$ cat src/sv/mfrl_pkg.sv
// ----------------------------------------------------------------------------
// mfrl_pkg
// field widths, register indexes, reset values and the result type of the
// motor fault retry lockout block
// ----------------------------------------------------------------------------
package mfrl_pkg;

    localparam int FAULT_ID_W  = 4;
    localparam int BUDGET_W    = 8;
    localparam int TIMER_W     = 24;
    localparam int CFG_DATA_W  = 24;
    localparam int CFG_INDEX_W = 1;

    // configuration register indexes
    localparam logic [CFG_INDEX_W-1:0] REG_RETRY_LIMIT   = 1'd0;
    localparam logic [CFG_INDEX_W-1:0] REG_RELEASE_TICKS = 1'd1;

    // item kinds
    localparam logic KIND_PROTECT = 1'b0;
    localparam logic KIND_TICK    = 1'b1;

    // reset values: three retries, twelve hours of 100 ms ticks
    localparam logic [BUDGET_W-1:0] RETRY_LIMIT_RESET   = 8'd3;
    localparam logic [TIMER_W-1:0]  RELEASE_TICKS_RESET = TIMER_W'(12 * 60 * 60 * 10);

    typedef struct packed {
        logic fault_active;
        logic clear_request;
        logic protect_request;
    } result_t;

endpackage

$ cat src/sv/motor_fault_retry_lockout_core.sv
// ----------------------------------------------------------------------------
// motor_fault_retry_lockout_core
// per-fault-id retry budgets with error lockout and a timed release
// ----------------------------------------------------------------------------
// One beat in, one beat out. Each accepted beat is handled in the cycle it is
// accepted: the budgets and the result are stored at that edge, the result in
// the skid stage if the output is held, so a new beat can be taken every cycle
// while in_stall is low. Behind the output register a one-deep skid stage holds
// a result while out_stall is high; in_stall rises only once both are full,
// which means the block keeps accepting for one beat after the output side
// stalls. There is no clearing pass after reset: budgets come out of reset at
// the retry limit. Budgets live in flip-flops for fault ids 1 to 15 (or fewer);
// ids at or above NUM_FAULT_IDS count as no fault, and the ids above 15 that a
// 4-bit fault_id can never name share one register, as they only ever take
// refill values. Configuration writes are meant for idle periods only.
// ----------------------------------------------------------------------------
module motor_fault_retry_lockout_core #(
    parameter int NUM_FAULT_IDS = 16
) (
    input  logic                                 clk,
    input  logic                                 rst_n,
    // configuration write port
    input  logic                                 cfg_we,
    input  logic [mfrl_pkg::CFG_INDEX_W-1:0]     cfg_index,
    input  logic [mfrl_pkg::CFG_DATA_W-1:0]      cfg_data,
    // input channel
    input  logic                                 in_valid,
    output logic                                 in_stall,
    input  logic                                 kind,
    input  logic [mfrl_pkg::FAULT_ID_W-1:0]      fault_id,
    // output channel
    output logic                                 out_valid,
    input  logic                                 out_stall,
    output logic                                 fault_active,
    output logic                                 clear_request,
    output logic                                 protect_request
);

    localparam int BW = mfrl_pkg::BUDGET_W;
    localparam int TW = mfrl_pkg::TIMER_W;
    localparam int ID_SPAN = 2 ** mfrl_pkg::FAULT_ID_W;
    // ids that fault_id can address and that are in range
    localparam int LOW_IDS = (NUM_FAULT_IDS < ID_SPAN) ? NUM_FAULT_IDS : ID_SPAN;
    localparam int IDX_W = $clog2(LOW_IDS);

    // configuration registers
    logic [BW-1:0] retry_limit_reg;
    logic [TW-1:0] release_ticks_reg;

    // budget state, entry 0 (no fault) is not stored
    logic [BW-1:0] protect_budget_reg  [1:LOW_IDS-1];
    logic [BW-1:0] protect_budget_next [1:LOW_IDS-1];
    logic [BW-1:0] error_budget_reg    [1:LOW_IDS-1];
    logic [BW-1:0] error_budget_next   [1:LOW_IDS-1];

    logic [mfrl_pkg::FAULT_ID_W-1:0] latched_fault_reg, latched_fault_next;
    // error budget of the latched id is zero
    logic                            latch_exhausted_reg, latch_exhausted_next;
    logic [TW-1:0]                   release_timer_reg, release_timer_next;

    // output register and skid stage
    logic                  out_valid_reg, out_valid_next;
    mfrl_pkg::result_t     out_data_reg, out_data_next;
    logic                  skid_valid_reg, skid_valid_next;
    mfrl_pkg::result_t     skid_data_reg, skid_data_next;

    logic                  in_accept;
    logic                  id_ok;
    logic [IDX_W-1:0]      idx;
    logic [BW-1:0]         pb_sel;
    logic [BW-1:0]         eb_sel;
    logic                  any_used;
    logic                  upper_used;
    logic                  refill;
    mfrl_pkg::result_t     result;

    assign in_stall  = skid_valid_reg;
    assign in_accept = in_valid && !skid_valid_reg;

    // configuration writes
    always_ff @(posedge clk or negedge rst_n)
    begin
        if (!rst_n)
        begin
            retry_limit_reg   <= mfrl_pkg::RETRY_LIMIT_RESET;
            release_ticks_reg <= mfrl_pkg::RELEASE_TICKS_RESET;
        end
        else if (cfg_we)
        begin
            case (cfg_index)
                mfrl_pkg::REG_RETRY_LIMIT:   retry_limit_reg   <= cfg_data[BW-1:0];
                mfrl_pkg::REG_RELEASE_TICKS: release_ticks_reg <= cfg_data[TW-1:0];
                default: ;
            endcase
        end
    end

    // fault id decode, out-of-range ids act as no fault
    assign id_ok  = (fault_id != '0) && (int'(fault_id) < NUM_FAULT_IDS);
    assign idx    = fault_id[IDX_W-1:0];
    assign pb_sel = protect_budget_reg[idx];
    assign eb_sel = error_budget_reg[idx];

    // ids above what fault_id can name only ever hold a refill value
    generate
        if (NUM_FAULT_IDS > LOW_IDS)
        begin : g_upper
            logic [BW-1:0] upper_fill_reg;

            always_ff @(posedge clk or negedge rst_n)
            begin
                if (!rst_n)
                    upper_fill_reg <= mfrl_pkg::RETRY_LIMIT_RESET;
                else if (refill)
                    upper_fill_reg <= retry_limit_reg;
            end

            assign upper_used = upper_fill_reg < retry_limit_reg;
        end
        else
        begin : g_no_upper
            assign upper_used = 1'b0;
        end
    endgenerate

    // any budget below the retry limit, parallel compare and or-reduce
    always_comb
    begin
        any_used = upper_used;
        for (int i = 1; i < LOW_IDS; i++)
        begin
            if (error_budget_reg[i] < retry_limit_reg || protect_budget_reg[i] < retry_limit_reg)
                any_used = 1'b1;
        end
    end

    // per-beat state update and result
    always_comb
    begin
        protect_budget_next  = protect_budget_reg;
        error_budget_next    = error_budget_reg;
        latched_fault_next   = latched_fault_reg;
        latch_exhausted_next = latch_exhausted_reg;
        release_timer_next   = release_timer_reg;
        refill               = 1'b0;
        result               = '0;

        if (in_accept)
        begin
            if (kind == mfrl_pkg::KIND_PROTECT)
            begin
                if (id_ok)
                begin
                    latched_fault_next = fault_id;
                    if (pb_sel != '0)
                    begin
                        // retry left: spend one and ask for a clear
                        protect_budget_next[idx] = pb_sel - BW'(1);
                        latch_exhausted_next     = (eb_sel == '0);
                        result.clear_request     = 1'b1;
                    end
                    else
                    begin
                        // retries spent: refill, charge the error budget, protect
                        protect_budget_next[idx] = retry_limit_reg;
                        if (eb_sel != '0)
                            error_budget_next[idx] = eb_sel - BW'(1);
                        latch_exhausted_next   = (eb_sel <= BW'(1));
                        result.protect_request = 1'b1;
                        result.fault_active    = 1'b1;
                    end
                end
            end
            else
            begin
                if (latched_fault_reg != '0)
                begin
                    // locked out while the latched id has no error budget left
                    if (latch_exhausted_reg)
                        result.fault_active = 1'b1;
                    else
                        latched_fault_next = '0;
                end
                else
                begin
                    // release timer, refill everything on expiry
                    refill = (release_timer_reg == '0);
                    if (refill)
                    begin
                        for (int i = 1; i < LOW_IDS; i++)
                        begin
                            protect_budget_next[i] = retry_limit_reg;
                            error_budget_next[i]   = retry_limit_reg;
                        end
                    end
                    // reload while nothing is used; a refill leaves nothing used
                    if (refill || !any_used)
                        release_timer_next = release_ticks_reg;
                    else
                        release_timer_next = release_timer_reg - TW'(1);
                end
            end
        end
    end

    always_ff @(posedge clk or negedge rst_n)
    begin
        if (!rst_n)
        begin
            for (int i = 1; i < LOW_IDS; i++)
            begin
                protect_budget_reg[i] <= mfrl_pkg::RETRY_LIMIT_RESET;
                error_budget_reg[i]   <= mfrl_pkg::RETRY_LIMIT_RESET;
            end
            latched_fault_reg   <= '0;
            latch_exhausted_reg <= 1'b0;
            release_timer_reg   <= mfrl_pkg::RELEASE_TICKS_RESET;
        end
        else
        begin
            protect_budget_reg  <= protect_budget_next;
            error_budget_reg    <= error_budget_next;
            latched_fault_reg   <= latched_fault_next;
            latch_exhausted_reg <= latch_exhausted_next;
            release_timer_reg   <= release_timer_next;
        end
    end

    // output register with skid stage behind it
    always_comb
    begin
        out_valid_next  = out_valid_reg;
        out_data_next   = out_data_reg;
        skid_valid_next = skid_valid_reg;
        skid_data_next  = skid_data_reg;

        if (out_valid_reg && out_stall)
        begin
            // output held: a new beat parks in the skid stage
            if (in_accept)
            begin
                skid_valid_next = 1'b1;
                skid_data_next  = result;
            end
        end
        else if (skid_valid_reg)
        begin
            out_valid_next  = 1'b1;
            out_data_next   = skid_data_reg;
            skid_valid_next = 1'b0;
        end
        else
        begin
            out_valid_next = in_accept;
            out_data_next  = result;
        end
    end

    always_ff @(posedge clk or negedge rst_n)
    begin
        if (!rst_n)
        begin
            out_valid_reg  <= 1'b0;
            skid_valid_reg <= 1'b0;
        end
        else
        begin
            out_valid_reg  <= out_valid_next;
            skid_valid_reg <= skid_valid_next;
        end
    end

    always_ff @(posedge clk)
    begin
        out_data_reg  <= out_data_next;
        skid_data_reg <= skid_data_next;
    end

    assign out_valid       = out_valid_reg;
    assign fault_active    = out_data_reg.fault_active;
    assign clear_request   = out_data_reg.clear_request;
    assign protect_request = out_data_reg.protect_request;

endmodule

$ cat config.mk
export PLATFORM = sky130hd
export DESIGN_NAME = motor_fault_retry_lockout_core
export DESIGN_NICKNAME = d
export VERILOG_FILES = /design/src/sv/mfrl_pkg.sv /design/src/sv/motor_fault_retry_lockout_core.sv
export SDC_FILE = /design/constraint.sdc
export NUM_CORES = 1
export LEC_CHECK = 0
export BUFFER_PORTS_ARGS = -buffer_cell sky130_fd_sc_hd__buf_2
export CAP_MARGIN = 5
export CORE_UTILIZATION = 39
export CTS_BUF_LIST = sky130_fd_sc_hd__clkbuf_8
export DETAILED_ROUTE_END_ITERATION = 10
export GPL_TIMING_DRIVEN = 0
export HOLD_SLACK_MARGIN = 0.08
export PLACE_DENSITY = 0.54
export SYNTH_ARGS = -nofsm -noshare
export SYNTH_HDL_FRONTEND = slang
export SYNTH_SLANG_ARGS = --single-unit
export TNS_END_PERCENT = 30
$ cat constraint.sdc
create_clock -name clk -period 3.6 [get_ports clk]
set_clock_uncertainty 0.15 [all_clocks]
set_input_delay 0.72 -clock clk [delete_from_list [all_inputs] [get_ports clk]]
set_output_delay 0.72 -clock clk [all_outputs]
set_load 0.03 [all_outputs]
Yosys cells after proc, flatten, opt, wreduce, memory -nomap -nowiden
Index checks and enable logic that the tools add are counted.
- $add $sub $neg: 3
- $lt $le $gt $ge: 33
- equality and inequality tests: 6
- multiplexer cells: 53
- bitwise logic cells: 4
- reductions and logical operators: 37
- operators with widths (cell ; number):
    two-way mux 120 bit ; 9
    bitwise mux 120 bit ; 3
    < comparator 8 bit ; 30
    binary-select mux 8 bit (select 4 bit) ; 2
    two-way mux 8 bit ; 5
    demux 8 bit (select 4 bit) ; 1
    zero test 24 bit ; 1
    two-way mux 1 bit ; 24
    two-way mux 24 bit ; 1
    subtractor 24 x 1 -> 24 bit, second input constant ; 1
    logical OR 1 bit ; 16
    two-way mux 4 bit ; 4
    nonzero test 8 bit ; 2
    subtractor 8 x 1 -> 8 bit, second input constant ; 2
    two-way mux 3 bit ; 3
    <= comparator 8 x 1 -> 1 bit, second input constant ; 1
    zero test 8 bit ; 1
    != test 2 bit, second input constant ; 4
    AND reduction 4 bit ; 2
    nonzero test 4 bit ; 2
    AND reduction 2 bit ; 3
    AND reduction 3 bit ; 2
    AND reduction 6 bit ; 1
    greater-or-equal comparator 5 bit, second input constant ; 1
    other kinds (8) ; 15
- register bits after elaboration: 309
- output and inout port bits: 5
- word-level logic and storage cells: 179

Logic depth before layout (Yosys ltp)
Gate-level depths: netlist (run 1).
- word-level depth: 20
- gate-level depth with buffers: 19
- gate-level depth less buffers: 12

Least setup slack after synthesis (run 1)
Ideal clock, no wire load.
- path type: input to register
- start point: input port fault_id[1] (netlist name)
- end point: register error_budget_reg[66] (netlist name)
- setup time: 0.128 ns
- data arrival time: 4.633 ns
- slack: -1.310 ns
- stages on the path: 18
- buffers on the path: 6
- cell sequence: buf_2 -> buf_1 -> buf_1 -> mux2_2 -> a22o_1 -> mux4_2 -> inv_1 -> ha_1 -> inv_1 -> or2_0 -> clkbuf_2 -> nor4_2 -> a21oi_1 -> or2_1 -> buf_6 -> buf_12 -> nor2_8 -> mux2_1
- word-level cells in the longest chain between the ends: 10
- ends and longest elaborated chain (what ; line ; source):
    start: declaration ; motor_fault_retry_lockout_core.sv:30 ; input logic [mfrl_pkg::FAULT_ID_W-1:0] fault_id,
    inverter 4 -> 5 bit (not written as such) ; motor_fault_retry_lockout_core.sv:101, motor_fault_retry_lockout_core.sv:102, motor_fault_retry_lockout_core.sv:167 ;
    binary-select mux 8 bit (select 4 bit) (tied with other cells) ; motor_fault_retry_lockout_core.sv:102 ; assign eb_sel = error_budget_reg[idx];
    two-way mux 8 bit (not written as such) or logical AND 1 bit (tied branches) ; motor_fault_retry_lockout_core.sv:102, motor_fault_retry_lockout_core.sv:167 ;
    two-way mux 8 bit (on tied branches) ; motor_fault_retry_lockout_core.sv:102, motor_fault_retry_lockout_core.sv:167 ;
    subtractor 8 x 1 -> 8 bit or demux 8 bit (select 4 bit) (tied branches) ; motor_fault_retry_lockout_core.sv:167 ; error_budget_next[idx] = eb_sel - BW'(1);
    bitwise mux 120 bit ; motor_fault_retry_lockout_core.sv:167 ;
    two-way mux 120 bit ; motor_fault_retry_lockout_core.sv:166 ; if (eb_sel != '0)
    two-way mux 120 bit ; motor_fault_retry_lockout_core.sv:155 ; if (pb_sel != '0)
    two-way mux 120 bit ; motor_fault_retry_lockout_core.sv:152 ; if (id_ok)
    two-way mux 120 bit ; motor_fault_retry_lockout_core.sv:150 ; if (kind == mfrl_pkg::KIND_PROTECT)
    end signal: indexed assignment ; motor_fault_retry_lockout_core.sv:213 ; error_budget_reg[i] <= mfrl_pkg::RETRY_LIMIT_RESET;
    end signal: assignment ; motor_fault_retry_lockout_core.sv:222 ; error_budget_reg <= error_budget_next;
    end: declaration ; motor_fault_retry_lockout_core.sv:53 ; logic [BW-1:0] error_budget_reg [1:LOW_IDS-1];
Parallel ways exist; a longest one is shown, timed or not. The select of a mux whose other input is x is not followed.
A chain may end at the register's enable or synchronous reset.

Worst setup path in the final report (run 1)
- start point: input port fault_id[1] (netlist name)
- end point: register error_budget_reg[10] (netlist name)
The elaborated chain is that of the path after synthesis.

==> results.md, run 1 <==
- Result of the run: finished, violations left
- Violations in the final reports: negative setup slack
- Max transition margin: 14.3%
- Worst path cell trace: buf_8 > buf_12 > buf_12 > buf_12 > buf_12 > mux2_4 > a22o_1 > mux4_2 > inv_2 > ha_4 > inv_2 > or2_0 > clkbuf_8 > nor4_4 > a21oi_2 > or2_1 > buf_8 > buf_16 > nor2_8 > buf_12 > mux2_4
- Post-place setup slack: -2.24 ns
- Antenna violation net count after detailed routing: 0
- CP max-delay cell: sky130_fd_sc_hd__mux4_2
- Class of the tightest hold or removal check: in -> reg
- Overall via count from detail_route: 18.6k
- Crit-path max cell delay: 0.51 ns
- First-pass GRT wire length: 120 mm
- Maximum ir drop on the vdd rail: 0.305 mV
- Gr ovfl total: 0
- Finish-stage setup viols: 256
- Cell types occupying the most area after synthesis: sky130_fd_sc_hd__dfrtp_1 (27%), sky130_fd_sc_hd__ha_1 (13%), sky130_fd_sc_hd__dfstp_2 (9.8%)
- Pin count of the biggest net entering global routing: 83
- Gr usage total: 30.4%
- Footprint of the multi-input gates: 13,300 sq um
- Min setup slack post-route: -0.538 ns
- Maximum fanout along the worst path: 7
- Routed WL: 82.5 mm
- Yosys top cell area share: 26.8%
- Kind of end point of the critical path: flop
- Placed cell count: 2,807
- Relative area change from synthesis to final layout: 21.4%
- Number of nets at the end of the flow: 2,497
- Setup Total Neg Slack: -78.80 ns
- Crit path kind: in -> reg
- FP Rows: 84
- Final min period: 4.14 ns
- Slew at the pin closest to its max-slew limit: 1.27 ns
- DIE AREA: 54,700 sq um
- Signal arrival time at the worst endpoint: 4.54 ns
- Largest area contributor in the synthesized netlist: sky130_fd_sc_hd__dfrtp_1
- Gate count of the mapped netlist: 2,071
- Clock sink count: 309
- Vias in the first global route: 18.3k
- Highest clock rate: 0.242 GHz
- Number of optimization iterations in the first detailed-route pass: 7
- Insertion delay of the later-clocked pin in the worst-skew pair: 0.70 ns
- Cell occurring most often along the worst timing path: sky130_fd_sc_hd__buf_12
- Final hold viol count: 0
- Proportion of register bits with asynchronous set or reset after synthesis: 98.1%
- Kind of launch point of the worst setup path: input pin
- Synth Area per Inst: 10.1 sq um
- Drt wl/cell: 27.6 um
- Reg2reg setup slack: -0.23 ns
- Count of final max-slew check failures: 0
- FF+latch area: 7870 sq um
- Die X: 234 um
- Critical path buffers and inverters: 11
- Routability congestion estimate: 0.980
- CTS tree: done
- Initial DRC count: 1,671
- Yosys synthesis warning count: 0
- Share of the yosys chip area belonging to registers: 37.5%
- DRC Markers: 0
- Worst hold margin: 0.123 ns
- Power density over the cells: 586 nW/um^2
- Ratio of routed vias to standard cells: 6.21
- Die H: 234 um
- Max cap viols: 0
- H-tree level count: 2
- Leakage power figure: 11.1 nW
- Final worst path period share: 115%
- Share of cells above drive strength 1: 28.1%
- Top-Level Pins: 40
- Required time worst endpoint: 4.00 ns
- Number of synthesized flops with an enable pin: 6
- Number of antenna violations at the first check in global routing: 0
- RSZ-0062 raised after global routing: yes
- Register bit count reported by yosys: 309
- Clock-pin slew of the registers on the worst-case setup and hold paths: 0.06 ns
- Number of non-filler instances in the completed layout: 2,986
- Buffer cell driving the clock tree root: sky130_fd_sc_hd__clkbuf_8
- Post-synthesis cell type count: 68
- CORE AREA: 52,900 sq um
- Post-synthesis net count: 2,321
- Number of buffers inserted by port buffering: 39
- Netlist area before placement: 21,000 sq um
- Commonest register cell after synthesis: sky130_fd_sc_hd__dfrtp_1
- Placed wire-length estimate after detailed placement: 58.4 mm
- TritonCTS buffer count: 58
- Layout fillers: 4,902
- Max Root-Sink Buffers: 3
- Initial core utilization: 39.7%
- Cell family with the largest share of critical-path delay: buffers and inverters
-- stage by stage --
step	total power, mW	utilization [%]	instance area (sq um)
final	14.9	48.1	25500
after global routing	15.7	48.1	25400
after CTS	14.6	47.5	25100
after detailed placement	10.4	42.4	22400
after global placement	10.2	42.0	22200
after floorplan	8.29	-	21200
-- path summary, 6_finish.rpt --
kind	from	to	depth (start not counted)
worst max-delay path	fault_id[1]	error_budget_reg[10]$_DFFE_PN0P_	21
worst min-delay path	cfg_data[3]	retry_limit_reg[3]$_DFFE_PN0P_	3
worst max register to register	protect_budget_reg[32]$_DFFE_PN1P_	error_budget_reg[10]$_DFFE_PN0P_	15
worst min register to register	release_ticks_reg[15]$_DFFE_PN1P_	release_timer_reg[15]$_DFFE_PN1P_	2
max in group asynchronous	rst_n	protect_budget_reg[24]$_DFFE_PN1P_	4
min in group asynchronous	rst_n	error_budget_reg[3]$_DFFE_PN0P_	2
-- worst register-to-register path, cell delays in order (launching register included) --
cell	delay, ns
sky130_fd_sc_hd__dfstp_2	0.38
sky130_fd_sc_hd__mux4_2	0.53
sky130_fd_sc_hd__mux4_2	0.52
sky130_fd_sc_hd__inv_2	0.09
sky130_fd_sc_hd__ha_4	0.12
sky130_fd_sc_hd__inv_2	0.03
sky130_fd_sc_hd__or2_0	0.21
sky130_fd_sc_hd__clkbuf_8	0.16
sky130_fd_sc_hd__nor4_4	0.23
sky130_fd_sc_hd__a21oi_2	0.09
sky130_fd_sc_hd__or2_1	0.25
sky130_fd_sc_hd__buf_8	0.16
sky130_fd_sc_hd__buf_16	0.17
sky130_fd_sc_hd__nor2_8	0.15
sky130_fd_sc_hd__buf_12	0.15
sky130_fd_sc_hd__mux2_4	0.31
-- report_power, final --
group          switching [mW]  internal [mW]  leakage, nW
registers               0.726           4.37         3.74
clock network            1.68           1.85        0.709
logic                    3.64           2.65         6.69
total                    6.05           8.88         11.1
-- synth_stat cells (all sizes together), types with 4 or more instances --
master and n:
a2111oi 16, a211o 4, a211oi 11, a21o 26, a21oi 179, a22o 18, a22oi 12, a31oi 12
and2 17, buf 34, clkbuf 93, dfrtp 225, dfstp 78, edfxtp 6, ha 215, inv 19
mux2 175, mux4 63, nand2 201, nand2b 27, nand3 29, nand3b 4, nand4 13, nor2 108
nor2b 18, nor3 53, nor3b 6, nor4 20, o2111ai 6, o211ai 27, o21a 8, o21ai 263
o22ai 9, o31ai 14, or2 14, or3 11, xnor2 5, xor2 4
-- final cells by class --
type / instances / share of cell area, %
clock inverters: 34 / 0.551
inverters: 19 / 0.418
multi-input cells: 1616 / 52.1
clock buffers: 75 / 4.06
flip-flops and latches: 309 / 30.9
repair buffers: 116 / 4.85
diodes: 2 / 0.0197
plain buffers: 127 / 3.70
well taps: 688 / 3.38
-- repair_timing --
action / in CTS / in global routing
pin swaps: 38 / 13
hold buffers: 6 / 0
resized for setup: 246 / 67
hold endpoints to repair: 65 / 0
setup endpoints to repair: 271 / 267
gates cloned: 8 / 0
setup buffers: 46 / 11
-- layer usage --
| metal | global-route usage (%) | part of all wire, % | up-vias |
|---|---|---|---|
| met5 | 0 | 0 | - |
| met4 | 12.8 | 4.4 | 0 |
| met3 | 8.15 | 9.6 | 196 |
| met2 | 47.2 | 45 | 927 |
| met1 | 40.0 | 41 | 9265 |
| li1 | - | - | 8163 |
-- logic make-up (layout without fill, tap and decap cells) --
family / Yosys count / in the layout / synth area share (%)
and+or+nand+nor: 530 / 530 / 12.8
xor gates and xnor gates: 9 / 9 / 0.376
other: 0 / 2 / 0
buffers and inverters: 146 / 371 / 2.93
muxes: 241 / 241 / 16.3
AOI/OAI and AO/OA: 621 / 621 / 17.3
DFF: 309 / 309 / 37.5
adders and majority gates: 215 / 215 / 12.8
-- cells in the final DEF, fill, tap and decap left out, types with 58 or more instances in the layout --
cell type | Yosys | final
sky130_fd_sc_hd__o21ai_0 | 258 | 232
sky130_fd_sc_hd__dfrtp_1 | 225 | 222
sky130_fd_sc_hd__ha_1 | 215 | 210
sky130_fd_sc_hd__nand2_1 | 201 | 200
sky130_fd_sc_hd__a21oi_1 | 178 | 170
sky130_fd_sc_hd__mux2_4 | 0 | 94
sky130_fd_sc_hd__nor2_1 | 94 | 88
sky130_fd_sc_hd__clkbuf_8 | 0 | 82
sky130_fd_sc_hd__dfstp_2 | 78 | 77
sky130_fd_sc_hd__mux4_2 | 63 | 63
sky130_fd_sc_hd__clkbuf_1 | 92 | 60
sky130_fd_sc_hd__mux2_2 | 91 | 58
No activity file was read; power rests on OpenSTA's default activity.
==> inputs of run 2 (changes only) <==
- CORE_UTILIZATION: 39 -> 50
- PLACE_DENSITY: 0.54 -> 0.66
==> results.md, run 2 (synthesis gave the netlist of run 1 again) <==
- Result of the run: finished, violations left
- Violations in the final reports: design-rule violations, negative setup slack
- Max transition margin: 10.2% (-4.1 points)
- Placed wire-length estimate after detailed placement: 55.7 mm (-4.7%)
- Most frequent standard cell in the layout excluding fill and tap cells: sky130_fd_sc_hd__dfrtp_1
- Maximum fanout along the worst path: 8 (+1)
- Final hold viol count: 0 (unchanged)
- Post-Layout Inst Area: 25,500 sq um (+0.12%)
- Share of cells above drive strength 1: 31.4% (+3.3 points)
- Drt wl/cell: 28.2 um (+2.0%)
- Min setup slack post-route: -0.418 ns (+0.120 ns)
- Buffer cell driving the clock tree root: sky130_fd_sc_hd__clkbuf_8
- Insertion delay of the later-clocked pin in the worst-skew pair: 0.70 ns (about the same)
- Highest clock rate: 0.249 GHz (+3.0%)
- Slew at the pin closest to its max-slew limit: 1.34 ns (+0.0612 ns)
- Kind of launch point of the worst setup path: input pin
- Initial core utilization: 51.0% (+11 points)
- Reg2reg setup slack: -0.18 ns (+0.05 ns)
- Number of optimization iterations in the first detailed-route pass: 11 (+4)
- Antenna Diode Count: 0 (-2)
- RSZ-0062 raised after global routing: yes
- DRC Markers: 1 (+1)
- Routability congestion estimate: 0.966 (-1.4%)
- DIE AREA: 42,800 sq um (-22%)
- Worst Hold Launch: cfg_data[5]
- Final core utilization: 62.0% (+14 points)
- TritonCTS buffer count: 57 (-1.7%)
- Relative area change from synthesis to final layout: 21.5%
- Hold Path Cell Cnt: 3 (unchanged)
- Number of buffers inserted by port buffering: 39 (unchanged)
- Number of cells on the worst reg-to-reg path: 14 (-1)
- Post-place setup slack: -2.15 ns (+0.0947 ns)
- Crit path kind: in -> reg
- Count of final max-slew check failures: 0 (unchanged)
- Most frequent cells in the layout: sky130_fd_sc_hd__dfrtp_1 (221), sky130_fd_sc_hd__ha_1 (207), sky130_fd_sc_hd__nand2_1 (198), sky130_fd_sc_hd__o21ai_0 (182), sky130_fd_sc_hd__a21oi_1 (146)
- Vias in the first global route: 18.4k (+0.58%)
- Die X: 207 um (-12%)
- Number of nets at the end of the flow: 2,506 (+0.36%)
- Placed standard-cell area: 22,100 sq um (-1.4%)
- Clock sink count: 309 (unchanged)
- R2r startpoint: release_timer_reg[0]$_DFFE_PN0P_
- Final worst path period share: 112% (-3.3 points)
- Kind of end point of the critical path: flop
- Overall via count from detail_route: 18.9k (+1.8%)
- Endpoint of the worst hold path: retry_limit_reg[5]$_DFFE_PN0P_
- Clock-pin slew of the registers on the worst-case setup and hold paths: 0.06 ns (about the same)
- Required time worst endpoint: 4.02 ns (+0.02 ns)
- Max cap viols: 0 (unchanged)
- Ratio of routed vias to standard cells: 6.66 (+7.1%)
- Power density over the cells: 612 nW/um^2 (+4.4%)
- Finish-stage setup viols: 232 (-9.4%)
- Gr usage total: 36.6% (+6.1 points)
- Class of the tightest hold or removal check: in -> reg
- Leakage power figure: 11.1 nW (-0.31%)
- Number of non-filler instances in the completed layout: 2,837 (-5.0%)
- Initial DRC count: 1,925 (+15%)
- Maximum ir drop on the vdd rail: 0.316 mV (+3.5%)
- Placed cell count: 2,646 (-5.7%)
- Setup Total Neg Slack: -56.40 ns (+22.40 ns)
- Max Root-Sink Buffers: 3 (unchanged)
- Gr ovfl total: 0 (unchanged)
- Top-Level Pins: 40 (unchanged)
- CORE AREA: 41,100 sq um (-22%)
- Antenna violation net count after detailed routing: 0 (unchanged)
- Routed WL: 80.0 mm (-3.1%)
- Total chip power: 15.6 mW (+4.5%)
- R2R Path End: protect_budget_reg[51]$_DFFE_PN0P_
- H-tree level count: 2 (unchanged)
- Final min period: 4.02 ns (-0.120 ns)
- Signal arrival time at the worst endpoint: 4.44 ns (-0.10 ns)
- CTS tree: done
- Pin count of the biggest net entering global routing: 119 (+43%)
- Number of antenna violations at the first check in global routing: 0 (unchanged)
- Worst hold margin: 0.111 ns (-0.0116 ns)
- First-pass GRT wire length: 114 mm (-5.1%)
- Die H: 207 um (-12%)
- FP Rows: 74 (-12%)
[run 2: metal layers]
layer  track usage [%]  vias up  part of all wire (%)
met4              18.4        2                   5.6
met3              10.1      271                    12
li1                  -     8140                     -
met2              55.8     1146                    44
met1              47.7     9326                    39
met5                 0        -                 0.043
[run 2: area by class of cell]
class / count / area [sq um]
fill: 3435 / 15600
multi-input combinational: 1616 / 13400
sequential: 309 / 7870
timing repair buffer: 127 / 1170
clock buffer: 80 / 1100
buffer: 124 / 920
tap: 532 / 666
clock inverter: 28 / 160
inverter: 19 / 138
timing repair inverter: 2 / 17.5
[run 2: worst max path at each step]
| stage | start | end | slack [ns] | cells past startpoint |
|---|---|---|---|---|
| finish | fault_id[1] | error_budget_reg[20]$_DFFE_PN0P_ | -0.42 | 20 |
| detailed placement | fault_id[0] | error_budget_reg[98]$_DFFE_PN0P_ | -2.15 | 15 |
| global placement | rst_n | protect_budget_reg[98]$_DFFE_PN0P_ | -4.30 | 1 |
| floorplan | fault_id[0] | error_budget_reg[66]$_DFFE_PN0P_ | -0.81 | 18 |
| CTS | fault_id[1] | error_budget_reg[119]$_DFFE_PN0P_ | -0.42 | 20 |
| global route | fault_id[0] | error_budget_reg[95]$_DFFE_PN0P_ | -0.49 | 19 |
[run 2: where the power goes]
| group | switching (mW) | internal [mW] | leakage [nW] |
|---|---|---|---|
| clock | 1.69 | 2.05 | 0.708 |
| combinational | 3.85 | 2.90 | 6.66 |
| sequential | 0.750 | 4.37 | 3.74 |
| total | 6.28 | 9.32 | 11.1 |
[run 2: critical path, stage by stage]
cell                       delay (ns)
sky130_fd_sc_hd__buf_8           0.11
sky130_fd_sc_hd__buf_12          0.13
sky130_fd_sc_hd__buf_12          0.13
sky130_fd_sc_hd__buf_12          0.11
sky130_fd_sc_hd__buf_12          0.14
sky130_fd_sc_hd__mux2_4          0.30
sky130_fd_sc_hd__a22o_4          0.24
sky130_fd_sc_hd__mux4_2          0.49
sky130_fd_sc_hd__inv_2           0.10
sky130_fd_sc_hd__ha_4            0.13
sky130_fd_sc_hd__inv_2           0.03
sky130_fd_sc_hd__or2_0           0.19
sky130_fd_sc_hd__clkbuf_8        0.16
sky130_fd_sc_hd__nor4_4          0.18
sky130_fd_sc_hd__a21oi_2         0.10
sky130_fd_sc_hd__or2_1           0.26
sky130_fd_sc_hd__buf_6           0.15
sky130_fd_sc_hd__buf_16          0.16
sky130_fd_sc_hd__nor2_8          0.25
sky130_fd_sc_hd__mux2_4          0.33
[run 2: timing repair]
action / 4_1_cts / 5_1_grt
resized for setup: 146 / 308
pin swaps: 13 / 67
endpoints found under the setup margin: 271 / 266
cloned: 1 / 9
setup buffers: 32 / 38
hold buffers: 6 / 0
endpoints found under the hold margin: 50 / 0
